**src/rtl/sit_pkg.sv**
```systemverilog
// ----------------------------------------------------------------------------
// sit_pkg: shared types and helpers for the string intern table
// Holds table sizes, controller state and command types, the CRC-16/KERMIT
// byte step and the hex digit table.
// ----------------------------------------------------------------------------
package sit_pkg;

  localparam int TABLE_ENTRIES = 64;
  localparam int STORE_LEN     = 12;
  localparam int ENTRY_AW      = 6;
  localparam int CHAR_AW       = 4;
  localparam int TEXT_AW       = ENTRY_AW + CHAR_AW;
  localparam int CNT_W         = 7;
  localparam int TRY_W         = 17;
  localparam logic [3:0] TEMP_NAME_LEN = 4'd8;

  typedef enum logic [1:0] {
    FUNC_INTERN = 2'd0,
    FUNC_LOOKUP = 2'd1,
    FUNC_TEMP   = 2'd2,
    FUNC_NONE   = 2'd3
  } func_t;

  typedef enum logic [1:0] {
    OP_INTERN,
    OP_LOOKUP,
    OP_TEMP
  } op_t;

  typedef enum logic [3:0] {
    ST_IDLE,
    ST_FIN,
    ST_TMP_INC,
    ST_TMP_CRC,
    ST_SRCH_RD,
    ST_SRCH_CHK,
    ST_CMP_RD,
    ST_CMP_CHK,
    ST_WR_TXT,
    ST_LK_RD,
    ST_LK_EMIT,
    ST_DECIDE,
    ST_EMIT
  } state_t;

  // controller to datapath
  typedef struct packed {
    logic accept_char;
    logic accept_last;
    logic load_query;
    logic start_temp;
    logic temp_mode;
    logic tmp_inc;
    logic tmp_crc_step;
    logic clr_idx;
    logic inc_idx;
    logic meta_rd;
    logic capture_len;
    logic clr_k;
    logic inc_k;
    logic text_rd;
    logic wr_meta;
    logic wr_text;
    logic inc_count;
    logic set_res;
    logic res_zero;
    logic res_full;
    logic out_load_res;
    logic out_load_char;
  } cmd_t;

  // datapath to controller
  typedef struct packed {
    logic idx_at_count;
    logic tbl_full;
    logic id_match;
    logic len_match;
    logic k_at_len;
    logic k_at_name;
    logic text_match;
    logic key_crc_zero;
    logic key_long;
    logic res_is_zero;
    logic res_full;
    logic tries_done;
    logic out_free;
    logic lk_last;
  } stat_t;

  // one byte of CRC-16/KERMIT (reflected 0x8408, init 0)
  function automatic logic [15:0] crc_step(input logic [15:0] c, input logic [7:0] b);
    logic [7:0] d;
    d = b ^ c[7:0];
    d = d ^ {d[3:0], 4'b0};
    return {d, c[15:8]} ^ {12'b0, d[7:4]} ^ {5'b0, d, 3'b0};
  endfunction

  // upper-case hex digit
  function automatic logic [7:0] hex_char(input logic [3:0] n);
    logic [7:0] r;
    case (n)
      4'd0:  r = 8'h30;
      4'd1:  r = 8'h31;
      4'd2:  r = 8'h32;
      4'd3:  r = 8'h33;
      4'd4:  r = 8'h34;
      4'd5:  r = 8'h35;
      4'd6:  r = 8'h36;
      4'd7:  r = 8'h37;
      4'd8:  r = 8'h38;
      4'd9:  r = 8'h39;
      4'd10: r = 8'h41;
      4'd11: r = 8'h42;
      4'd12: r = 8'h43;
      4'd13: r = 8'h44;
      4'd14: r = 8'h45;
      default: r = 8'h46;
    endcase
    return r;
  endfunction

endpackage

```
**src/rtl/sit_ctrl.sv**
```systemverilog
// ----------------------------------------------------------------------------
// sit_ctrl: operation sequencer
// Steps intern, lookup and temporary-name operations through table search,
// text compare, insert and result transfer.
// ----------------------------------------------------------------------------
module sit_ctrl import sit_pkg::*; (
  input  logic       clk,
  input  logic       rst_n,
  input  logic       in_tvalid,
  output logic       in_tready,
  input  logic [1:0] in_func,
  input  logic       in_last,
  input  stat_t      stat,
  output cmd_t       cmd
);

  state_t state_r, state_nxt;
  op_t    op_r, op_nxt;

  // state and operation registers
  always_ff @(posedge clk) begin
    if (!rst_n) begin
      state_r <= ST_IDLE;
      op_r    <= OP_INTERN;
    end else begin
      state_r <= state_nxt;
      op_r    <= op_nxt;
    end
  end

  // next state and commands
  always_comb begin
    state_nxt     = state_r;
    op_nxt        = op_r;
    cmd           = '0;
    cmd.temp_mode = (op_r == OP_TEMP);
    in_tready     = (state_r == ST_IDLE);
    case (state_r)
      ST_IDLE: begin
        if (in_tvalid) begin
          case (func_t'(in_func))
            FUNC_INTERN: begin
              cmd.accept_char = 1'b1;
              if (in_last) begin
                cmd.accept_last = 1'b1;
                op_nxt          = OP_INTERN;
                state_nxt       = ST_FIN;
              end
            end
            FUNC_LOOKUP: begin
              cmd.load_query = 1'b1;
              cmd.clr_idx    = 1'b1;
              op_nxt         = OP_LOOKUP;
              state_nxt      = ST_SRCH_RD;
            end
            FUNC_TEMP: begin
              cmd.start_temp = 1'b1;
              op_nxt         = OP_TEMP;
              state_nxt      = ST_TMP_INC;
            end
            default: ;
          endcase
        end
      end
      ST_TMP_INC: begin
        cmd.tmp_inc = 1'b1;
        state_nxt   = ST_TMP_CRC;
      end
      ST_TMP_CRC: begin
        if (stat.k_at_name) begin
          state_nxt = ST_FIN;
        end else begin
          cmd.tmp_crc_step = 1'b1;
          cmd.inc_k        = 1'b1;
        end
      end
      ST_FIN: begin
        if (stat.key_long || stat.key_crc_zero) begin
          cmd.set_res  = 1'b1;
          cmd.res_zero = 1'b1;
          state_nxt    = ST_DECIDE;
        end else begin
          cmd.clr_idx = 1'b1;
          state_nxt   = ST_SRCH_RD;
        end
      end
      ST_SRCH_RD: begin
        if (stat.idx_at_count) begin
          // no entry with this id
          if (op_r == OP_LOOKUP || stat.tbl_full) begin
            cmd.set_res  = 1'b1;
            cmd.res_zero = 1'b1;
            cmd.res_full = (op_r != OP_LOOKUP);
            state_nxt    = ST_DECIDE;
          end else begin
            cmd.wr_meta = 1'b1;
            cmd.clr_k   = 1'b1;
            state_nxt   = ST_WR_TXT;
          end
        end else begin
          cmd.meta_rd = 1'b1;
          state_nxt   = ST_SRCH_CHK;
        end
      end
      ST_SRCH_CHK: begin
        if (stat.id_match) begin
          cmd.clr_k = 1'b1;
          if (op_r == OP_LOOKUP) begin
            cmd.capture_len = 1'b1;
            state_nxt       = ST_LK_RD;
          end else if (stat.len_match) begin
            state_nxt = ST_CMP_RD;
          end else begin
            cmd.set_res  = 1'b1;
            cmd.res_zero = 1'b1;
            state_nxt    = ST_DECIDE;
          end
        end else begin
          cmd.inc_idx = 1'b1;
          state_nxt   = ST_SRCH_RD;
        end
      end
      ST_CMP_RD: begin
        if (stat.k_at_len) begin
          cmd.set_res = 1'b1;
          state_nxt   = ST_DECIDE;
        end else begin
          cmd.text_rd = 1'b1;
          state_nxt   = ST_CMP_CHK;
        end
      end
      ST_CMP_CHK: begin
        if (stat.text_match) begin
          cmd.inc_k = 1'b1;
          state_nxt = ST_CMP_RD;
        end else begin
          cmd.set_res  = 1'b1;
          cmd.res_zero = 1'b1;
          state_nxt    = ST_DECIDE;
        end
      end
      ST_WR_TXT: begin
        if (stat.k_at_len) begin
          cmd.inc_count = 1'b1;
          cmd.set_res   = 1'b1;
          state_nxt     = ST_DECIDE;
        end else begin
          cmd.wr_text = 1'b1;
          cmd.inc_k   = 1'b1;
        end
      end
      ST_LK_RD: begin
        cmd.text_rd = 1'b1;
        state_nxt   = ST_LK_EMIT;
      end
      ST_LK_EMIT: begin
        if (stat.out_free) begin
          cmd.out_load_char = 1'b1;
          if (stat.lk_last) begin
            state_nxt = ST_IDLE;
          end else begin
            cmd.inc_k = 1'b1;
            state_nxt = ST_LK_RD;
          end
        end
      end
      ST_DECIDE: begin
        // retry a temporary name that got no id
        if (op_r == OP_TEMP && stat.res_is_zero && !stat.res_full && !stat.tries_done) begin
          state_nxt = ST_TMP_INC;
        end else begin
          state_nxt = ST_EMIT;
        end
      end
      ST_EMIT: begin
        if (stat.out_free) begin
          cmd.out_load_res = 1'b1;
          state_nxt        = ST_IDLE;
        end
      end
      default: state_nxt = ST_IDLE;
    endcase
  end

endmodule

```
**config.mk**
```make
export PLATFORM = sky130hd
export DESIGN_NAME = sit_ctrl
export DESIGN_NICKNAME = d
export VERILOG_FILES = /design/src/rtl/sit_pkg.sv /design/src/rtl/sit_ctrl.sv
export SDC_FILE = /design/constraint.sdc
export NUM_CORES = 1
export LEC_CHECK = 0
export ABC_CLOCK_PERIOD_IN_PS = 1870
export BUFFER_PORTS_ARGS = -buffer_cell sky130_fd_sc_hd__buf_2
export CORE_ASPECT_RATIO = 0.8
export CORE_MARGIN = 1.5
export CORE_UTILIZATION = 46
export CTS_BUF_LIST = sky130_fd_sc_hd__clkbuf_4 sky130_fd_sc_hd__clkbuf_8 sky130_fd_sc_hd__clkbuf_16
export CTS_CLUSTER_SIZE = 20
export DETAILED_ROUTE_END_ITERATION = 10
export PLACE_DENSITY = 0.85
export SYNTH_ARGS = -nofsm -noshare
export SYNTH_HDL_FRONTEND = slang
export SYNTH_SLANG_ARGS = --single-unit
export TNS_END_PERCENT = 5
```
**constraint.sdc**
```tcl
create_clock -name clk -period 1.87 [get_ports clk]
set_input_delay 0.187 -clock clk [delete_from_list [all_inputs] [get_ports clk]]
set_output_delay 0.187 -clock clk [all_outputs]
set_load 0.05 [all_outputs]
```
==> flow_summary.ini, run 1 <==
[placement]
place_area_mm2 = 0.001277
place.gp.congestion = 0.9430
port_buffers = 42
detailed_place_hpwl_mm = 2.653
pre_cts_ws_ps = 88.91

[grt]
grt_overflow_total = 0
grt_max_degree = 16
grt_pass1_vias = 1151
grt_use_total_pct = 31.38
grt_first_pass_wirelength_mm = 5.313
antenna_found_initial = 0

[logic_synthesis]
synth_top_area_share_pct = 13.01
syn-cell-area_um2 = 923.4
synth.avg_cell_area_um2 = 6.995
mappedNetlistNets = 156
count_of_cell_types_in_the_netlist = 45
synth.area.top_cells = sky130_fd_sc_hd__dfxtp_1 (13%), sky130_fd_sc_hd__nor2_1 (6.5%), sky130_fd_sc_hd__nor3_1 (6.0%)
ys_flop_type = sky130_fd_sc_hd__dfxtp_1
yosys_warnings = 0
synth_enable_flop_cells = 0
post_synth_inst_count = 132
synth_top_cell_by_area = sky130_fd_sc_hd__dfxtp_1
asyncSetResetFlopFracSynth_pct = 0
ys_seq_elements = 6
seq_area_frac_synth_pct = 13.01

[route]
drt_iter0_markers = 65
postRouteWirelength_mm = 3.463
routed_wire_length_per_instance_um = 16.41
route.detailed.vias_per_inst = 5.972
routed-via-count = 1260
detail_route.drc_violations = 0
detail-route-antenna-nets = 0
drt-pass1-iter-count = 4

[flow_run]
cap_viol_max_count = 0

[timing]
maxClockFrequency_mhz = 522.0
final_min_period_over_clock_period_pct = 102.4
fin_crit_ps = 1916
tns_ps = -77.68
worst_setup_skew_after_layout_ps = 3.475
setup_viol = 2
layout_setup_ws_ps = -45.55
worst_slew_margin_rel_pct = 71.30
rsz0062_at_grt = yes
final_max_tran_viols = 0
worst_slew_pin_slew_ps = 426.9
finalHoldViolCount = 0
whs_ps = 190.3

[cells_and_area]
stdcell_area_mm2 = 0.001371
area_delta_synth_final_pct = 48.51
post_route_cells_drive_above_1_share_pct = 45.45
antenna_diode_instance_count = 0
fin_nets = 213

[clock_network]
clock_tree.buffer_depth = 2
cell_at_the_root_of_the_clock_tree = sky130_fd_sc_hd__clkbuf_4
clk_pin_slew_ps = 50
insertion_delay_ps = 240
cts_max_level = 1
cts_sinks = 6
cts_post_setup_buffers_inserted = 0
tritoncts_clock_tree = built
ctsHoldBuffers = 0
cts_inserted_buffers = 3

[worst_setup_path]
critPathArrivalTime_ps = 1730
worst_r2r_path_depth = 7
critical_path.startpoint = state_r[1]
worstSetupEndpoint = cmd[9]
type_of_element_capturing_the_critical_path = output port
timing_worst_setup_path_type = reg -> out
reg2reg_launch_point = state_r[1]
register_to_register_setup_slack_ps = 140
critPathLaunchType = flop
cp_data_required_time_ps = 1680
crit_path_max_fanout = 6
regToRegEndpoint = state_r[1]

[hold_path]
min-delay-path-class = in -> reg

[status]
run_status = complete, but fails checks
violations = negative setup slack

[floorplanning]
placement_rows = 14
placeableCoreArea_mm2 = 0.001892
floorplan.die.height_um = 43.08
floorplan.initialDensity_pct = 48.81
boundaryPins = 43
die_x_um = 53.09
area_enclosed_by_the_die_boundary_mm2 = 0.002287

[pwr]
power.ir.vdd_worst_mv = 0.9502
power_dens_cells_mw_per_mm2 = 1568
total_leakage_power_uw = 0.0006545
fin_total_pwr_uw = 2150
[metal layers]
layer / vias up / part of all wire, % / track usage (%)
met5: - / 0 / 0
met4: 0 / 0.23 / 6.154
met3: 2 / 12 / 3.521
met2: 91 / 48 / 53.00
met1: 568 / 40 / 42.80
li1: 599 / - / -
[synthesized netlist by cell type, drive strengths merged, types with 2 or more instances]
cell and count:
ha 4, o31ai 2, nor2b 5, mux2i 3, dfxtp 6, o211ai 2
nor3 11, nor2 16, o21ai 5, buf 8, a211oi 2, nand3 6
and3 5, nor4 5, a21oi 5, o32ai 3, o31a 2, nand2b 7
nand2 8, inv 8
[cell type report]
cell class | instances | area, µm²
timing repair buffer | 61 | 385.4
inverter | 8 | 30.03
sequential | 6 | 132.6
fill | 168 | 520.5
tap | 24 | 30.03
multi-input combinational | 109 | 770.7
clock buffer | 3 | 22.52
[placed cells by master (no fill, tap or decap), types with 2 or more instances in the layout]
master | netlist | final
sky130_fd_sc_hd__o31a_1 | 2 | 2
sky130_fd_sc_hd__nor2b_1 | 5 | 4
sky130_fd_sc_hd__inv_1 | 8 | 8
sky130_fd_sc_hd__nor4_2 | 2 | 4
sky130_fd_sc_hd__o21ai_0 | 3 | 3
sky130_fd_sc_hd__nand3_1 | 5 | 5
sky130_fd_sc_hd__o21ai_1 | 2 | 2
sky130_fd_sc_hd__and3_1 | 5 | 3
sky130_fd_sc_hd__nand2_1 | 8 | 8
sky130_fd_sc_hd__nor2_1 | 16 | 16
sky130_fd_sc_hd__and3_2 | 0 | 2
sky130_fd_sc_hd__o31ai_1 | 2 | 2
sky130_fd_sc_hd__mux2i_1 | 3 | 3
sky130_fd_sc_hd__nand2b_1 | 7 | 6
sky130_fd_sc_hd__clkbuf_4 | 0 | 3
sky130_fd_sc_hd__dfxtp_1 | 6 | 2
sky130_fd_sc_hd__buf_4 | 3 | 21
sky130_fd_sc_hd__buf_2 | 4 | 37
sky130_fd_sc_hd__a211oi_1 | 2 | 2
sky130_fd_sc_hd__nor3_1 | 11 | 9
sky130_fd_sc_hd__nor3_2 | 0 | 2
sky130_fd_sc_hd__o32ai_1 | 3 | 3
sky130_fd_sc_hd__buf_6 | 1 | 2
sky130_fd_sc_hd__dfxtp_4 | 0 | 3
sky130_fd_sc_hd__a21oi_1 | 4 | 4
sky130_fd_sc_hd__ha_1 | 4 | 4
sky130_fd_sc_hd__o211ai_1 | 2 | 2
[worst max-delay path: stages, from the launching register on]
cell and delay [ps]:
sky130_fd_sc_hd__dfxtp_4 360, sky130_fd_sc_hd__buf_4 150, sky130_fd_sc_hd__or4b_4 530, sky130_fd_sc_hd__a21oi_4 140
sky130_fd_sc_hd__a221o_1 140, sky130_fd_sc_hd__buf_6 160
[worst min-delay path by stage]
| stage | from | end | slack (ps) | cells after the start |
|---|---|---|---|---|
| final | stat[1] | state_r[2] | 190 | 2 |
| after global routing | rst_n | state_r[3] | 220 | 2 |
| after CTS | stat[1] | state_r[2] | 210 | 2 |
| after detailed placement | stat[1] | state_r[2] | 450 | 2 |
| after global placement | stat[1] | state_r[2] | 450 | 2 |
| after floorplan | stat[1] | state_r[2] | 300 | 1 |
[cell families after synthesis]
group | count (synthesis) | share of synthesized area (%)
AND/OR/NAND/NOR | 71 | 42.95
flip-flops | 6 | 13.01
buffers and inverters | 17 | 9.485
AO/OA/AOI/OAI | 30 | 24.93
adder cells (fa/ha/maj) | 4 | 5.420
XOR/XNOR | 1 | 0.9487
multiplexers | 3 | 3.252
[power by group]
group	leakage (µW)	switching, µW	internal [µW]	total [µW]
Sequential	0.0000515	92.4	191	283
Clock	0.0000138	47.3	72.6	120
Combinational	0.000589	1070	679	1750
[state kept, by name, indices dropped and copies added (netlist names)]
signal   cells
state_r      4
op_r         2
[through the flow]
stage          utilization [%]  instances
3_3_place_gp             67.53        208
5_1_grt                  72.49        211
6_report                 72.49        211
3_5_place_dp             67.53        208
4_1_cts                  70.90        211
2_1_floorplan                -        132
[timing repair]
item / CTS / global route
gates resized for setup: 13 / 10
pin swaps: 2 / 0
setup endpoints to repair: 5 / 7
No activity file was read; power rests on OpenSTA's default activity.
==> run 2, diff against run 1 <==
--- a/config.mk
+++ b/config.mk
@@ -7,7 +7,6 @@
 export LEC_CHECK = 0
 export ABC_CLOCK_PERIOD_IN_PS = 1870
 export BUFFER_PORTS_ARGS = -buffer_cell sky130_fd_sc_hd__buf_2
-export CORE_ASPECT_RATIO = 0.8
 export CORE_MARGIN = 1.5
 export CORE_UTILIZATION = 46
 export CTS_BUF_LIST = sky130_fd_sc_hd__clkbuf_4 sky130_fd_sc_hd__clkbuf_8 sky130_fd_sc_hd__clkbuf_16
==> flow_summary.ini, run 2 (synthesis results as in run 1) <==
[floorplanning]
floorplan.die.height_um = 47.81
floorplan.initialDensity_pct = 48.05
placement_rows = 16
placeableCoreArea_mm2 = 0.001922
boundaryPins = 43
die_x_um = 47.81
area_enclosed_by_the_die_boundary_mm2 = 0.002285

[clock_network]
clock_tree.buffer_depth = 2
cts_max_level = 1
tritoncts_clock_tree = built
cts_sinks = 6
insertion_delay_ps = 250
cell_at_the_root_of_the_clock_tree = sky130_fd_sc_hd__clkbuf_4
clk_pin_slew_ps = 50
cts_inserted_buffers = 3

[grt]
grt_pass1_vias = 1205
grt_use_total_pct = 33.44
grt_max_degree = 10
grt_overflow_total = 0
antenna_found_initial = 0
grt_first_pass_wirelength_mm = 5.409

[pwr]
power_dens_cells_mw_per_mm2 = 1592
total_leakage_power_uw = 0.0007024
power.ir.vdd_worst_mv = 1.315

[timing]
maxClockFrequency_mhz = 522.5
rsz0062_at_grt = yes
final_min_period_over_clock_period_pct = 102.3
whs_ps = 191.2
final_max_tran_viols = 0
worst_slew_margin_rel_pct = 67.33
layout_setup_ws_ps = -43.91
fin_crit_ps = 1914
setup_viol = 3
worst_slew_pin_slew_ps = 485.9
worst_setup_skew_after_layout_ps = 7.040
finalHoldViolCount = 0

[cells_and_area]
fin_nets = 220
area_delta_synth_final_pct = 64.63
post_route_cells_drive_above_1_share_pct = 51.03
antenna_diode_instance_count = 0
finish.utilization_pct = 79.10
layout_commonest_cell = sky130_fd_sc_hd__buf_2
stdcell_area_mm2 = 0.001520
top_register = state_r
largest_register_ffs = 4
biggestRegsByFlops = state_r x4, op_r x2
most-common-layout-cells = sky130_fd_sc_hd__buf_2 (35), sky130_fd_sc_hd__buf_4 (20), sky130_fd_sc_hd__nor2_1 (15)

[worst_setup_path]
crit_path_max_fanout = 7
critPathLaunchType = flop
critical_path_top_delay_cell = sky130_fd_sc_hd__or4b_4
timing_worst_setup_path_type = reg -> out
critPathArrivalTime_ps = 1730
cp_data_required_time_ps = 1680
crit_chain = buf_12 -> or4b_4 -> a21oi_4 -> a221o_1 -> buf_6
critPathMaxStageDelay_ps = 520
type_of_element_capturing_the_critical_path = output port
register_to_register_setup_slack_ps = 80

[placement]
place.gp.congestion = 0.9445
place_area_mm2 = 0.001271
port_buffers = 42
detailed_place_hpwl_mm = 2.666

[hold_path]
min-delay-path-class = in -> reg

[route]
postRouteWirelength_mm = 4.120
drt-pass1-iter-count = 4
routed-via-count = 1426
route.detailed.vias_per_inst = 6.452
detail-route-antenna-nets = 0
detail_route.drc_violations = 0
drt_iter0_markers = 64
routed_wire_length_per_instance_um = 18.64

[flow_run]
cap_viol_max_count = 0

[status]
violations = negative setup slack
run_status = complete, but fails checks
run 2: cell types whose count changed in the layout (fill, tap and decap cells not counted), sizes merged:
cell	before	now
clkbuf	3	5
buf	61	66
run 2: path summary, 6_finish.rpt:
path	from	endpoint	cells after the start
max	state_r[1]	cmd[9]	5
min	stat[1]	state_r[2]	2
max reg2reg	state_r[1]	state_r[0]	7
min reg2reg	op_r[1]	op_r[1]	2
run 2: layout make-up:
type / instances / area (µm²)
clock buffers: 3 / 22.52
fillers: 145 / 401.6
inverters: 8 / 30.03
multi-input cells: 109 / 822.0
flip-flops and latches: 6 / 131.4
well taps: 27 / 33.78
repair buffers: 68 / 480.5
run 2: metrics by stage:
stage | power (µW) | instances | setup slack, ps | TNS (ps)
finish | 2420 | 221 | -43.91 | -70.64
global route | 2510 | 221 | -132.7 | -370.0
CTS | 2174 | 218 | -30.93 | -50.80
detailed placement | 1827 | 208 | 108.2 | 0
global placement | 1794 | 208 | 135.3 | 0
floorplan | 1392 | 132 | -451.8 | -2701
run 2: power by group:
group          switching (µW)  internal, µW  leakage [µW]  total (µW)
clock                    47.2          72.6     0.0000138         120
combinational            1210           822      0.000637        2030
sequential               85.1           188     0.0000517         273
total                    1340          1080      0.000702        2420
run 2: worst max-delay path, delay by kind of cell (launching register included):
kind | cells | cell delay (ps)
buffers and inverters | 2 | 280
DFF | 1 | 350
and+or+nand+nor | 1 | 520
AOI/OAI and AO/OA | 2 | 310
run 2: routing by layer:
layer / track usage (%) / share of wire, % / vias to the layer above
met5: 0 / 0 / -
met4: 12.97 / 7.5 / 0
met3: 6.038 / 7.8 / 40
met2: 61.07 / 49 / 122
met1: 37.98 / 36 / 648
li1: - / - / 616
run 2: timing repair:
action                                 in CTS  in global routing
setup endpoints to repair                  12                  9
hold buffers                                0                  0
setup buffers                               7                  3
endpoints found under the hold margin       0                  0
resized for setup                          20                 23
pin swaps                                   6                  7
